<file path="src/rtl/vrx_pkg.sv">
// Shared types and constants for the vertex rotation unit.
// No dependencies; every other file in rtl/ imports this package.
`default_nettype none

package vrx_pkg;

    localparam int COORD_WIDTH         = 32;
    localparam int TRIG_WIDTH          = 16;
    localparam int TRIG_FRAC_BITS_DEF  = 14;
    localparam int CFG_INDEX_WIDTH     = 3;

    typedef enum logic [CFG_INDEX_WIDTH-1:0] {
        REG_COS_X = 3'd0,
        REG_SIN_X = 3'd1,
        REG_COS_Y = 3'd2,
        REG_SIN_Y = 3'd3,
        REG_COS_Z = 3'd4,
        REG_SIN_Z = 3'd5
    } reg_index_t;

    typedef struct packed {
        logic signed [TRIG_WIDTH-1:0] cos_x;
        logic signed [TRIG_WIDTH-1:0] sin_x;
        logic signed [TRIG_WIDTH-1:0] cos_y;
        logic signed [TRIG_WIDTH-1:0] sin_y;
        logic signed [TRIG_WIDTH-1:0] cos_z;
        logic signed [TRIG_WIDTH-1:0] sin_z;
    } trig_cfg_t;

    typedef struct packed {
        logic signed [COORD_WIDTH-1:0] x_in;
        logic signed [COORD_WIDTH-1:0] y_in;
        logic signed [COORD_WIDTH-1:0] z_in;
        logic                          last_vertex;
    } vertex_t;

    typedef struct packed {
        logic signed [COORD_WIDTH-1:0] x_out;
        logic signed [COORD_WIDTH-1:0] y_out;
        logic signed [COORD_WIDTH-1:0] z_out;
        logic                          last_out;
    } result_t;

    // One plane rotation: p and q turn, r rides along untouched.
    typedef struct packed {
        logic signed [COORD_WIDTH-1:0] p;
        logic signed [COORD_WIDTH-1:0] q;
        logic signed [COORD_WIDTH-1:0] r;
        logic                          last;
    } rot_lane_t;

endpackage

`default_nettype wire

</file>
<file path="src/rtl/vrx_cfg_regs.sv">
// Cosine/sine configuration registers for the vertex rotation unit.
// Depends on vrx_pkg (trig_cfg_t, register index codes).
`default_nettype none

module vrx_cfg_regs #(
    parameter int TRIG_FRAC_BITS = vrx_pkg::TRIG_FRAC_BITS_DEF
) (
    input  logic                                  clk,
    input  logic                                  rst_n,
    input  logic                                  wr_en,
    input  logic [vrx_pkg::CFG_INDEX_WIDTH-1:0]   index,
    input  logic [vrx_pkg::TRIG_WIDTH-1:0]        wdata,
    output vrx_pkg::trig_cfg_t                    cfg
);
    import vrx_pkg::*;

    localparam logic [31:0]           OneWide = 32'd1 << TRIG_FRAC_BITS;
    localparam logic [TRIG_WIDTH-1:0] TrigOne = OneWide[TRIG_WIDTH-1:0];

    trig_cfg_t cfg_reg;
    trig_cfg_t cfg_next;

    always_comb
    begin
        cfg_next = cfg_reg;
        if (wr_en)
        begin
            case (reg_index_t'(index))
                REG_COS_X: cfg_next.cos_x = wdata;
                REG_SIN_X: cfg_next.sin_x = wdata;
                REG_COS_Y: cfg_next.cos_y = wdata;
                REG_SIN_Y: cfg_next.sin_y = wdata;
                REG_COS_Z: cfg_next.cos_z = wdata;
                REG_SIN_Z: cfg_next.sin_z = wdata;
                default:   cfg_next = cfg_reg;   // unknown index: dropped
            endcase
        end
    end

    always_ff @(posedge clk or negedge rst_n)
    begin
        if (!rst_n)
        begin
            cfg_reg.cos_x <= TrigOne;
            cfg_reg.sin_x <= '0;
            cfg_reg.cos_y <= TrigOne;
            cfg_reg.sin_y <= '0;
            cfg_reg.cos_z <= TrigOne;
            cfg_reg.sin_z <= '0;
        end
        else
        begin
            cfg_reg <= cfg_next;
        end
    end

    assign cfg = cfg_reg;

endmodule

`default_nettype wire

</file>
<file path="config.mk">
export PLATFORM = sky130hd
export DESIGN_NAME = vrx_cfg_regs
export DESIGN_NICKNAME = d
export VERILOG_FILES = /design/src/rtl/vrx_pkg.sv /design/src/rtl/vrx_cfg_regs.sv
export SDC_FILE = /design/constraint.sdc
export NUM_CORES = 1
export LEC_CHECK = 0
export ABC_AREA = 0
export BUFFER_PORTS_ARGS = -buffer_cell sky130_fd_sc_hd__buf_2
export CORE_UTILIZATION = 45
export DETAILED_ROUTE_END_ITERATION = 16
export PLACE_DENSITY = 0.72
export SETUP_SLACK_MARGIN = 0.05
export SYNTH_ARGS = -nofsm -noshare
export SYNTH_HDL_FRONTEND = slang
export SYNTH_SLANG_ARGS = --single-unit
</file>
<file path="constraint.sdc">
create_clock -name clk -period 1.6 [get_ports clk]
set_clock_uncertainty 0.2 [all_clocks]
set_input_delay 0.32 -clock clk [delete_from_list [all_inputs] [get_ports clk]]
set_output_delay 0.32 -clock clk [all_outputs]
set_load 0.005 [all_outputs]
</file>
==> results of run 1 <==
per-layer routing:
layer	GRT usage (%)	wire length (microns)	vias up	part of all wire, %
li1	-	-	1014	-
met1	27.5	3730	1131	48
met2	28.3	3390	93	44
met3	6.08	554	9	7.1
met4	6.64	114	0	1.5
met5	0	0	-	0
placed cells by master (no fill, tap or decap), types with 2 or more instances in the layout:
cell / count
dfstp_2: 3
buf_6: 2
dfrtp_1: 93
bufinv_16: 2
nand4b_2: 2
buf_4: 9
and4bb_2: 2
clkbuf_8: 11
buf_2: 114
mux2_4: 18
mux2_2: 77
buf_12: 5
per-stage QoR:
step           worst slack (ns)  utilization [%]  total power [mW]  hold slack [ns]
6_report                 0.0754             61.2              6.42           0.0507
3_3_place_gp            -0.0692             57.8              4.63            0.129
5_1_grt                  0.0403             61.2              6.74           0.0537
2_1_floorplan            -0.105                -              3.90           -0.176
3_5_place_dp            -0.0851             57.8              4.69            0.128
4_1_cts                  0.0516             60.9              6.47           0.0447
power by group:
group	leakage [nW]	switching (mW)	internal [mW]
combinational	1.06	0.528	0.864
sequential	1.15	0.277	2.97
clock	0.113	0.811	0.969
cell type report:
type / count / area, sq um
flip-flops and latches: 96 / 2410
clock inverters: 4 / 76.3
clock buffers: 12 / 155
multi-input cells: 102 / 1240
repair buffers: 131 / 771
fillers: 630 / 3030
well taps: 102 / 128
timing repair:
action | in CTS | in global routing
endpoints found under the setup margin | 0 | 3
hold endpoints to repair | 95 | 0
hold buffers | 1 | 0
gates resized for setup | 0 | 2
setup buffers | 0 | 1
kinds of logic after synthesis:
group                  after synthesis
buffers and inverters               10
flip-flops                          96
multiplexers                        96
AND/OR/NAND/NOR                      6
how the worst max path moves through the flow:
stage                  start       to  slack, ns  depth (start not counted)
finish               cfg[30]  cfg[30]       0.08                          1
global route         cfg[94]  cfg[94]       0.04                          1
detailed placement  index[1]  cfg[92]      -0.09                          4
global placement    index[2]  cfg[53]      -0.07                          4
floorplan           index[0]  cfg[80]      -0.10                          4
CTS                  cfg[94]  cfg[94]       0.05                          1
==> flow_metrics.tcl, run 1 <==
set metrics [dict create \
    grt_max_degree 55 \
    synth_top_family_by_area "multiplexers" \
    reg2reg_depth 2 \
    ant_nets 0 \
    power-per-cell-area_mw_per_mm2 1340 \
    grt_pass1_wl_microns 12300 \
    nets 362 \
    netlist.area_leader.share_pct 63.2 \
    design_area_sq_mm 0.00478 \
    yosys.area.top_type "dfrtp_1" \
    rsz0062_at_grt "yes" \
    antenna_found_initial 0 \
    leakage_nw 2.32 \
    maxCapViolations 0 \
    dieWidth_microns 92.5 \
    hold_depth 2 \
    syn-num-nets 230 \
    slew_violations 0 \
    final_hold_viol_count 0 \
    yosys_warnings 0 \
    async_flop_share_pct 100 \
    ys_top_cells_by_count "95 x mux2_2, 93 x dfrtp_1, 7 x buf_6" \
    dp_cells 429 \
    period_share_pct 95.3 \
    insertion_delay_ns 0.36 \
    rows 32 \
    r2r_end "cfg[30]" \
    hp-start "wdata[7]" \
    first_iter_violations 41 \
    drc_errors 0 \
    crit_buf_inv 1 \
    start_kind "flop" \
    endpoint_kind "output pin" \
    path_clk_slew_ns 0.09 \
    synthAdderAreaFrac_pct 0 \
    worst_pin_slew_ns 0.526 \
    num_antenna_cells 0 \
    numPortBuffers 117 \
    start_util_pct 47.2 \
    drive_gt1_share_pct 71.9 \
    cts_sinks 96 \
    die_area_sq_mm 0.00855 \
    cts_root_buf "clkbuf_8" \
    synth_compound_area_share_pct 0 \
    htree_levels 3 \
    syn2layout_area_growth_pct 29.7 \
    largest_reg_flops 96 \
    syn_avg_cell_area_sq_um 17.7 \
    critPathSlowestCell "dfstp_2" \
    grt_usage_pct 19.4 \
    vias 2247 \
    cp.arrival_ns 1.00 \
    hold_end "cfg[55]" \
    dpl.hpwl_microns 5520 \
    crit_type "reg2out" \
    ys_types 11 \
    synth-simple-area-share_pct 2.48 \
    outcome "completed" \
    crit_path_max_fanout 2 \
    core-area_sq_mm 0.00781 \
    pin_count 118 \
    cpPeakStageDelay_ns 0.55 \
    min_period_ns 1.52 \
    synth_ff_type "dfrtp_1" \
    cts_tree "built" \
    synth.most_common_cell "mux2_2" \
    firstDrtPassIters 6 \
    routed_wl_microns 7790 \
    setup_viol 0 \
    r2r-start "cfg[30]" \
    reg2reg_setup_slack_ns 0.58 \
    slew_headroom_pct 64.9 \
    vias_per_cell 5.03 \
    synth_edf_count 0 \
    die_h_microns 92.5 \
    holdCritPathClass "in2reg" \
    layoutNonFillerInstCount 447 \
    grt_pass1_vias 2306 \
    post_drt_wl_per_cell_microns 17.4 \
    yosysSeqAreaShare_pct 65.3 \
    setup_tns_ns 0 \
    synth_xor_area_share_pct 0 \
    fmax_ghz 0.656 \
    cts_buffers 9 \
    critPathRequiredTime_ns 1.08 \
    gp_congestion 0.692 \
    syn_area_sq_mm 0.00368 \
    clock_path_buffers 2 \
    worst_path_dominant_cell_family "flip-flops" \
    peakVddDrop_uv 717 \
    synthCells 208 \
    crit_chain "buf_2" \
    place_area_sq_mm 0.00451 \
    yosys-top-cells-area "dfrtp_1 63%, mux2_2 29%, dfstp_2 2.1%, buf_6 2.1%, nand4b_2 0.82%" \
    synthMuxAreaShare_pct 29.4 \
    grt-ovfl-total 0 \
    ys_seq_elements 96 \
]
Power figures use the tool's default switching activity.
==> inputs of run 2 (changes only) <==
==> constraint.sdc (replaced) <==
create_clock -name clk -period 1.6 [get_ports clk]
set_clock_uncertainty 0.2 [all_clocks]
set_input_delay 0.16 -clock clk [delete_from_list [all_inputs] [get_ports clk]]
set_output_delay 0.16 -clock clk [all_outputs]
set_load 0.005 [all_outputs]
==> run 2 against run 1 <==
  * Cell count is 2.9% higher
  * Via count up 1.7%
  * Worst setup slack improved by 0.18 ns
  * Combinational power shrank 3%
  * Sequential share of layout area down 0.79 points
  * Fmax grew 13%
  * Critical endpoint is now cfg[94]
  * Largest power group unchanged
==> flow_metrics.tcl, run 2 (synthesis results as in run 1) <==
set metrics [dict create \
    worstSetupPathDepth 1 \
    worst_path_dominant_cell_family "flip-flops" \
    cts_sinks 96 \
    clock_path_buffers 2 \
    dp_cells 427 \
    final_hold_viol_count 0 \
    drc_errors 0 \
    routed_wl_microns 7860 \
    grt_usage_pct 19.7 \
    multi_input_comb_area_sq_mm 0.00117 \
    insertion_delay_ns 0.34 \
    outcome "completed" \
    setup_viol 0 \
    layoutNonFillerInstCount 460 \
    cpPeakStageDelay_ns 0.54 \
    critPathSlowestCell "dfstp_2" \
    dpl.hpwl_microns 5280 \
    start_kind "flop" \
    setup_tns_ns 0 \
    die_area_sq_mm 0.00855 \
    crit_chain "buf_2" \
    first_iter_violations 41 \
    gp_congestion 0.729 \
    pin_count 118 \
    grt_pass1_vias 2407 \
    numPortBuffers 117 \
    grt-ovfl-total 0 \
    fmax_ghz 0.742 \
    vias_per_cell 4.97 \
    antenna_found_initial 0 \
    critPathRequiredTime_ns 1.24 \
    grt_pass1_wl_microns 12700 \
    cts_root_buf "clkbuf_8" \
    leakage_nw 2.31 \
    cp.arrival_ns 0.99 \
    final_cell_mix "116 x buf_2, 95 x mux2_2, 93 x dfrtp_1" \
    ant_nets 0 \
    peakVddDrop_uv 570 \
    slew_headroom_pct 69.2 \
    post_drt_wl_per_cell_microns 17.1 \
    layout_commonest_cell "buf_2" \
    power-per-cell-area_mw_per_mm2 1290 \
    design_area_sq_mm 0.00485 \
    ff_latch_area_sq_mm 0.00241 \
    nets 375 \
    crit_type "reg2out" \
    rsz0062_at_grt "no" \
    vias 2285 \
    reg2reg_depth 1 \
    crit_path_max_fanout 2 \
    start_util_pct 47.2 \
    slew_violations 0 \
    syn2layout_area_growth_pct 31.8 \
    endpoint_kind "output pin" \
    place_area_sq_mm 0.00447 \
    dieWidth_microns 92.5 \
    min_period_ns 1.35 \
    path_clk_slew_ns 0.10 \
    cts_buffers 9 \
    maxCapViolations 0 \
    worst_pin_slew_ns 0.462 \
    rows 32 \
    drive_gt1_share_pct 68.2 \
    period_share_pct 84.3 \
    htree_levels 3 \
    grt_max_degree 33 \
    holdCritPathClass "in2async" \
    num_antenna_cells 0 \
    nFillCells 602 \
    crit_buf_inv 1 \
    core-area_sq_mm 0.00781 \
    die_h_microns 92.5 \
    cts_tree "built" \
    utilization_pct 62.1 \
    largest_reg_flops 96 \
    firstDrtPassIters 4 \
]
==> run 2: cell types whose count changed in the layout (fill, tap and decap cells not counted), sizes merged <==
cell and delta:
inv +1, clkbuf -1, buf -3, dlygate4sd3 +16
==> run 2: metrics by stage <==
step	power [mW]	setup WS, ns	hold WS, ns
2_1_floorplan	3.83	0.0520	-0.336
3_3_place_gp	4.57	0.112	-0.0636
3_5_place_dp	4.63	0.0572	-0.0550
4_1_cts	6.35	0.233	0.101
5_1_grt	6.62	0.206	0.111
6_report	6.27	0.252	0.0952
==> run 2: path summary, 6_finish.rpt <==
check,slack (ns),to,startpoint
min,0.1,cfg[23],rst_n
max,0.25,cfg[94],cfg[94]
max reg2reg,0.61,cfg[82],cfg[82]
min in group clk,0.19,cfg[40],wr_en
max in group asynchronous,0.51,cfg[94],rst_n
min reg2reg,0.31,cfg[31],cfg[31]
==> run 2: repair_timing <==
action                                 in CTS  in global routing
resized for setup                           0                  0
hold buffers                               17                  0
buffers inserted                            0                  0
endpoints found under the hold margin     189                  0
==> run 2: metal layers <==
metal | GRT usage, % | wire length, microns
met5 | 0 | 0
met1 | 25.0 | 3450
met4 | 7.03 | 115
met3 | 5.42 | 579
met2 | 32.5 | 3720
==> run 2: report_power, final <==
| group | switching, mW | internal (mW) | total [mW] | leakage, nW |
|---|---|---|---|---|
| Combinational | 0.531 | 0.821 | 1.35 | 1.06 |
| Sequential | 0.266 | 2.97 | 3.24 | 1.15 |
| Clock | 0.799 | 0.886 | 1.68 | 0.104 |
==> run 2: layout make-up <==
| cell class | count | share of cell area, % |
|---|---|---|
| Clock inverter | 5 | 1.68 |
| Clock buffer | 11 | 2.71 |
| Tap cell | 102 | 2.63 |
| Sequential cell | 96 | 49.6 |
| Timing Repair Buffer | 144 | 19.2 |
| Multi-Input combinational cell | 102 | 24.2 |
==> inputs of run 3 (changes only) <==
PLACE_DENSITY = 0.75   (was 0.72)
clock period = 1.1 ns   (was 1.6 ns; I/O delays follow)
==> run 3 against run 2 <==
  * The run now ends with setup timing left
  * Power grew 67%
  * Register-to-register slack got worse by 0.62 ns
  * Cell area is 23% higher
  * Largest power group unchanged
  * Cell count rose by 15%
  * Hold slack worse by 0.076 ns
  * Critical path depth stayed put
==> flow_metrics.tcl, run 3 (synthesis results as in run 1) <==
set metrics [dict create \
    rows 32 \
    fin_ws_ns -0.209 \
    violations "setup timing" \
    grt_usage_pct 23.7 \
    final_hold_viol_count 0 \
    dpl.hpwl_microns 5930 \
    htree_levels 3 \
    period_share_pct 119 \
    cpPeakStageDelay_ns 0.54 \
    routed_wl_microns 10300 \
    fmax_ghz 0.764 \
    slew_violations 0 \
    critPathSlowestCell "dfstp_2" \
    layoutNonFillerInstCount 528 \
    core-area_sq_mm 0.00781 \
    first_iter_violations 61 \
    start_kind "flop" \
    largest_reg_flops 96 \
    grt-ovfl-total 0 \
    cp.arrival_ns 1.00 \
    num_antenna_cells 0 \
    min_period_ns 1.31 \
    post_drt_wl_per_cell_microns 19.5 \
    crit_type "reg2out" \
    final_cell_mix "109 x buf_2, 93 x dfrtp_1, 73 x mux2_4" \
    rsz0062_at_grt "yes" \
    critPathRequiredTime_ns 0.79 \
    pin_count 118 \
    grt_max_degree 26 \
    cts_sinks 96 \
    vias 2581 \
    antenna_found_initial 0 \
    setup_tns_ns -8.46 \
    holdCritPathClass "in2async" \
    firstDrtPassIters 4 \
    syn2layout_area_growth_pct 62.6 \
    nets 443 \
    drive_gt1_share_pct 74.2 \
    leakage_nw 3.02 \
    holdWs_ns 0.0190 \
    layout_commonest_cell "buf_2" \
    cts_root_buf "clkbuf_8" \
    utilization_pct 76.7 \
    setup_viol 109 \
    reg2reg_setup_slack_ns -0.01 \
    dp_cells 436 \
    peakVddDrop_uv 1060 \
    numPortBuffers 117 \
    worst_path_dominant_cell_family "flip-flops" \
    grt_pass1_wl_microns 15100 \
    vias_per_cell 4.89 \
    cts_buffers 9 \
    die_area_sq_mm 0.00855 \
    start_util_pct 47.2 \
    grt_pass1_vias 2728 \
    maxCapViolations 0 \
    ant_nets 0 \
    drc_errors 0 \
    slew_headroom_pct 73.8 \
    gp_congestion 0.710 \
    crit_chain "buf_2" \
    clock_path_buffers 2 \
    power-per-cell-area_mw_per_mm2 1750 \
    dp_slack_ns -0.379 \
    insertion_delay_ns 0.34 \
    path_clk_slew_ns 0.09 \
    dieWidth_microns 92.5 \
    worst_pin_slew_ns 0.393 \
    crit_buf_inv 1 \
    outcome "finished with violations" \
    cts_tree "built" \
    crit_path_max_fanout 2 \
    endpoint_kind "output pin" \
    die_h_microns 92.5 \
]
run 3: changes by cell type in the layout (fill, tap and decap cells not counted), moves of 3 or more:
cell,previous run,this run
mux2_2,95,23
mux2_4,0,73
buf_8,0,3
clkbuf_8,9,12
buf_6,0,37
buf_12,8,13
clkbuf_16,0,3
buf_4,3,29
and4bb_4,0,3
buf_2,116,109
run 3: worst paths after layout:
kind | end | start | depth (start not counted)
min in group clk | cfg[74] | wdata[10] | 3
hold reg to reg | cfg[7] | cfg[7] | 1
hold / removal | cfg[71] | rst_n | 2
setup reg to reg | cfg[16] | cfg[16] | 2
max in group asynchronous | cfg[77] | rst_n | 3
setup / recovery | cfg[30] | cfg[30] | 1
run 3: area by class of cell:
class                           count  area [sq um]
Sequential cell                    96          2410
Clock inverter                      4          51.3
Multi-Input combinational cell    102          1480
Fill cell                         451          1820
Timing Repair Buffer              212          1760
Clock buffer                       12           165
Tap cell                          102           128
run 3: routing by layer:
metal / global-route usage (%) / up-vias / wire (microns)
met5: 0 / - / 0
met4: 6.90 / 0 / 65
met3: 6.24 / 7 / 727
met2: 36.8 / 95 / 4770
met1: 32.8 / 1311 / 4710
li1: - / 1168 / -
run 3: timing repair:
item | in CTS | in global routing
hold endpoints to repair | 192 | 0
resized for setup | 36 | 55
pin swaps | 1 | 4
hold buffers | 17 | 0
cloned | 2 | 2
endpoints found under the setup margin | 129 | 172
setup buffers | 40 | 15
run 3: where the power goes:
group          internal, mW  switching (mW)
Sequential             4.32           0.483
Clock                  1.24            1.19
Combinational          2.24            1.02
Total                  7.80            2.70
run 3: through the flow:
stage / power, mW / area [sq um]
floorplan: 5.81 / 3880
global placement: 6.93 / 4760
detailed placement: 7.02 / 4760
CTS: 10.1 / 5640
global route: 11.0 / 5990
finish: 10.5 / 5990
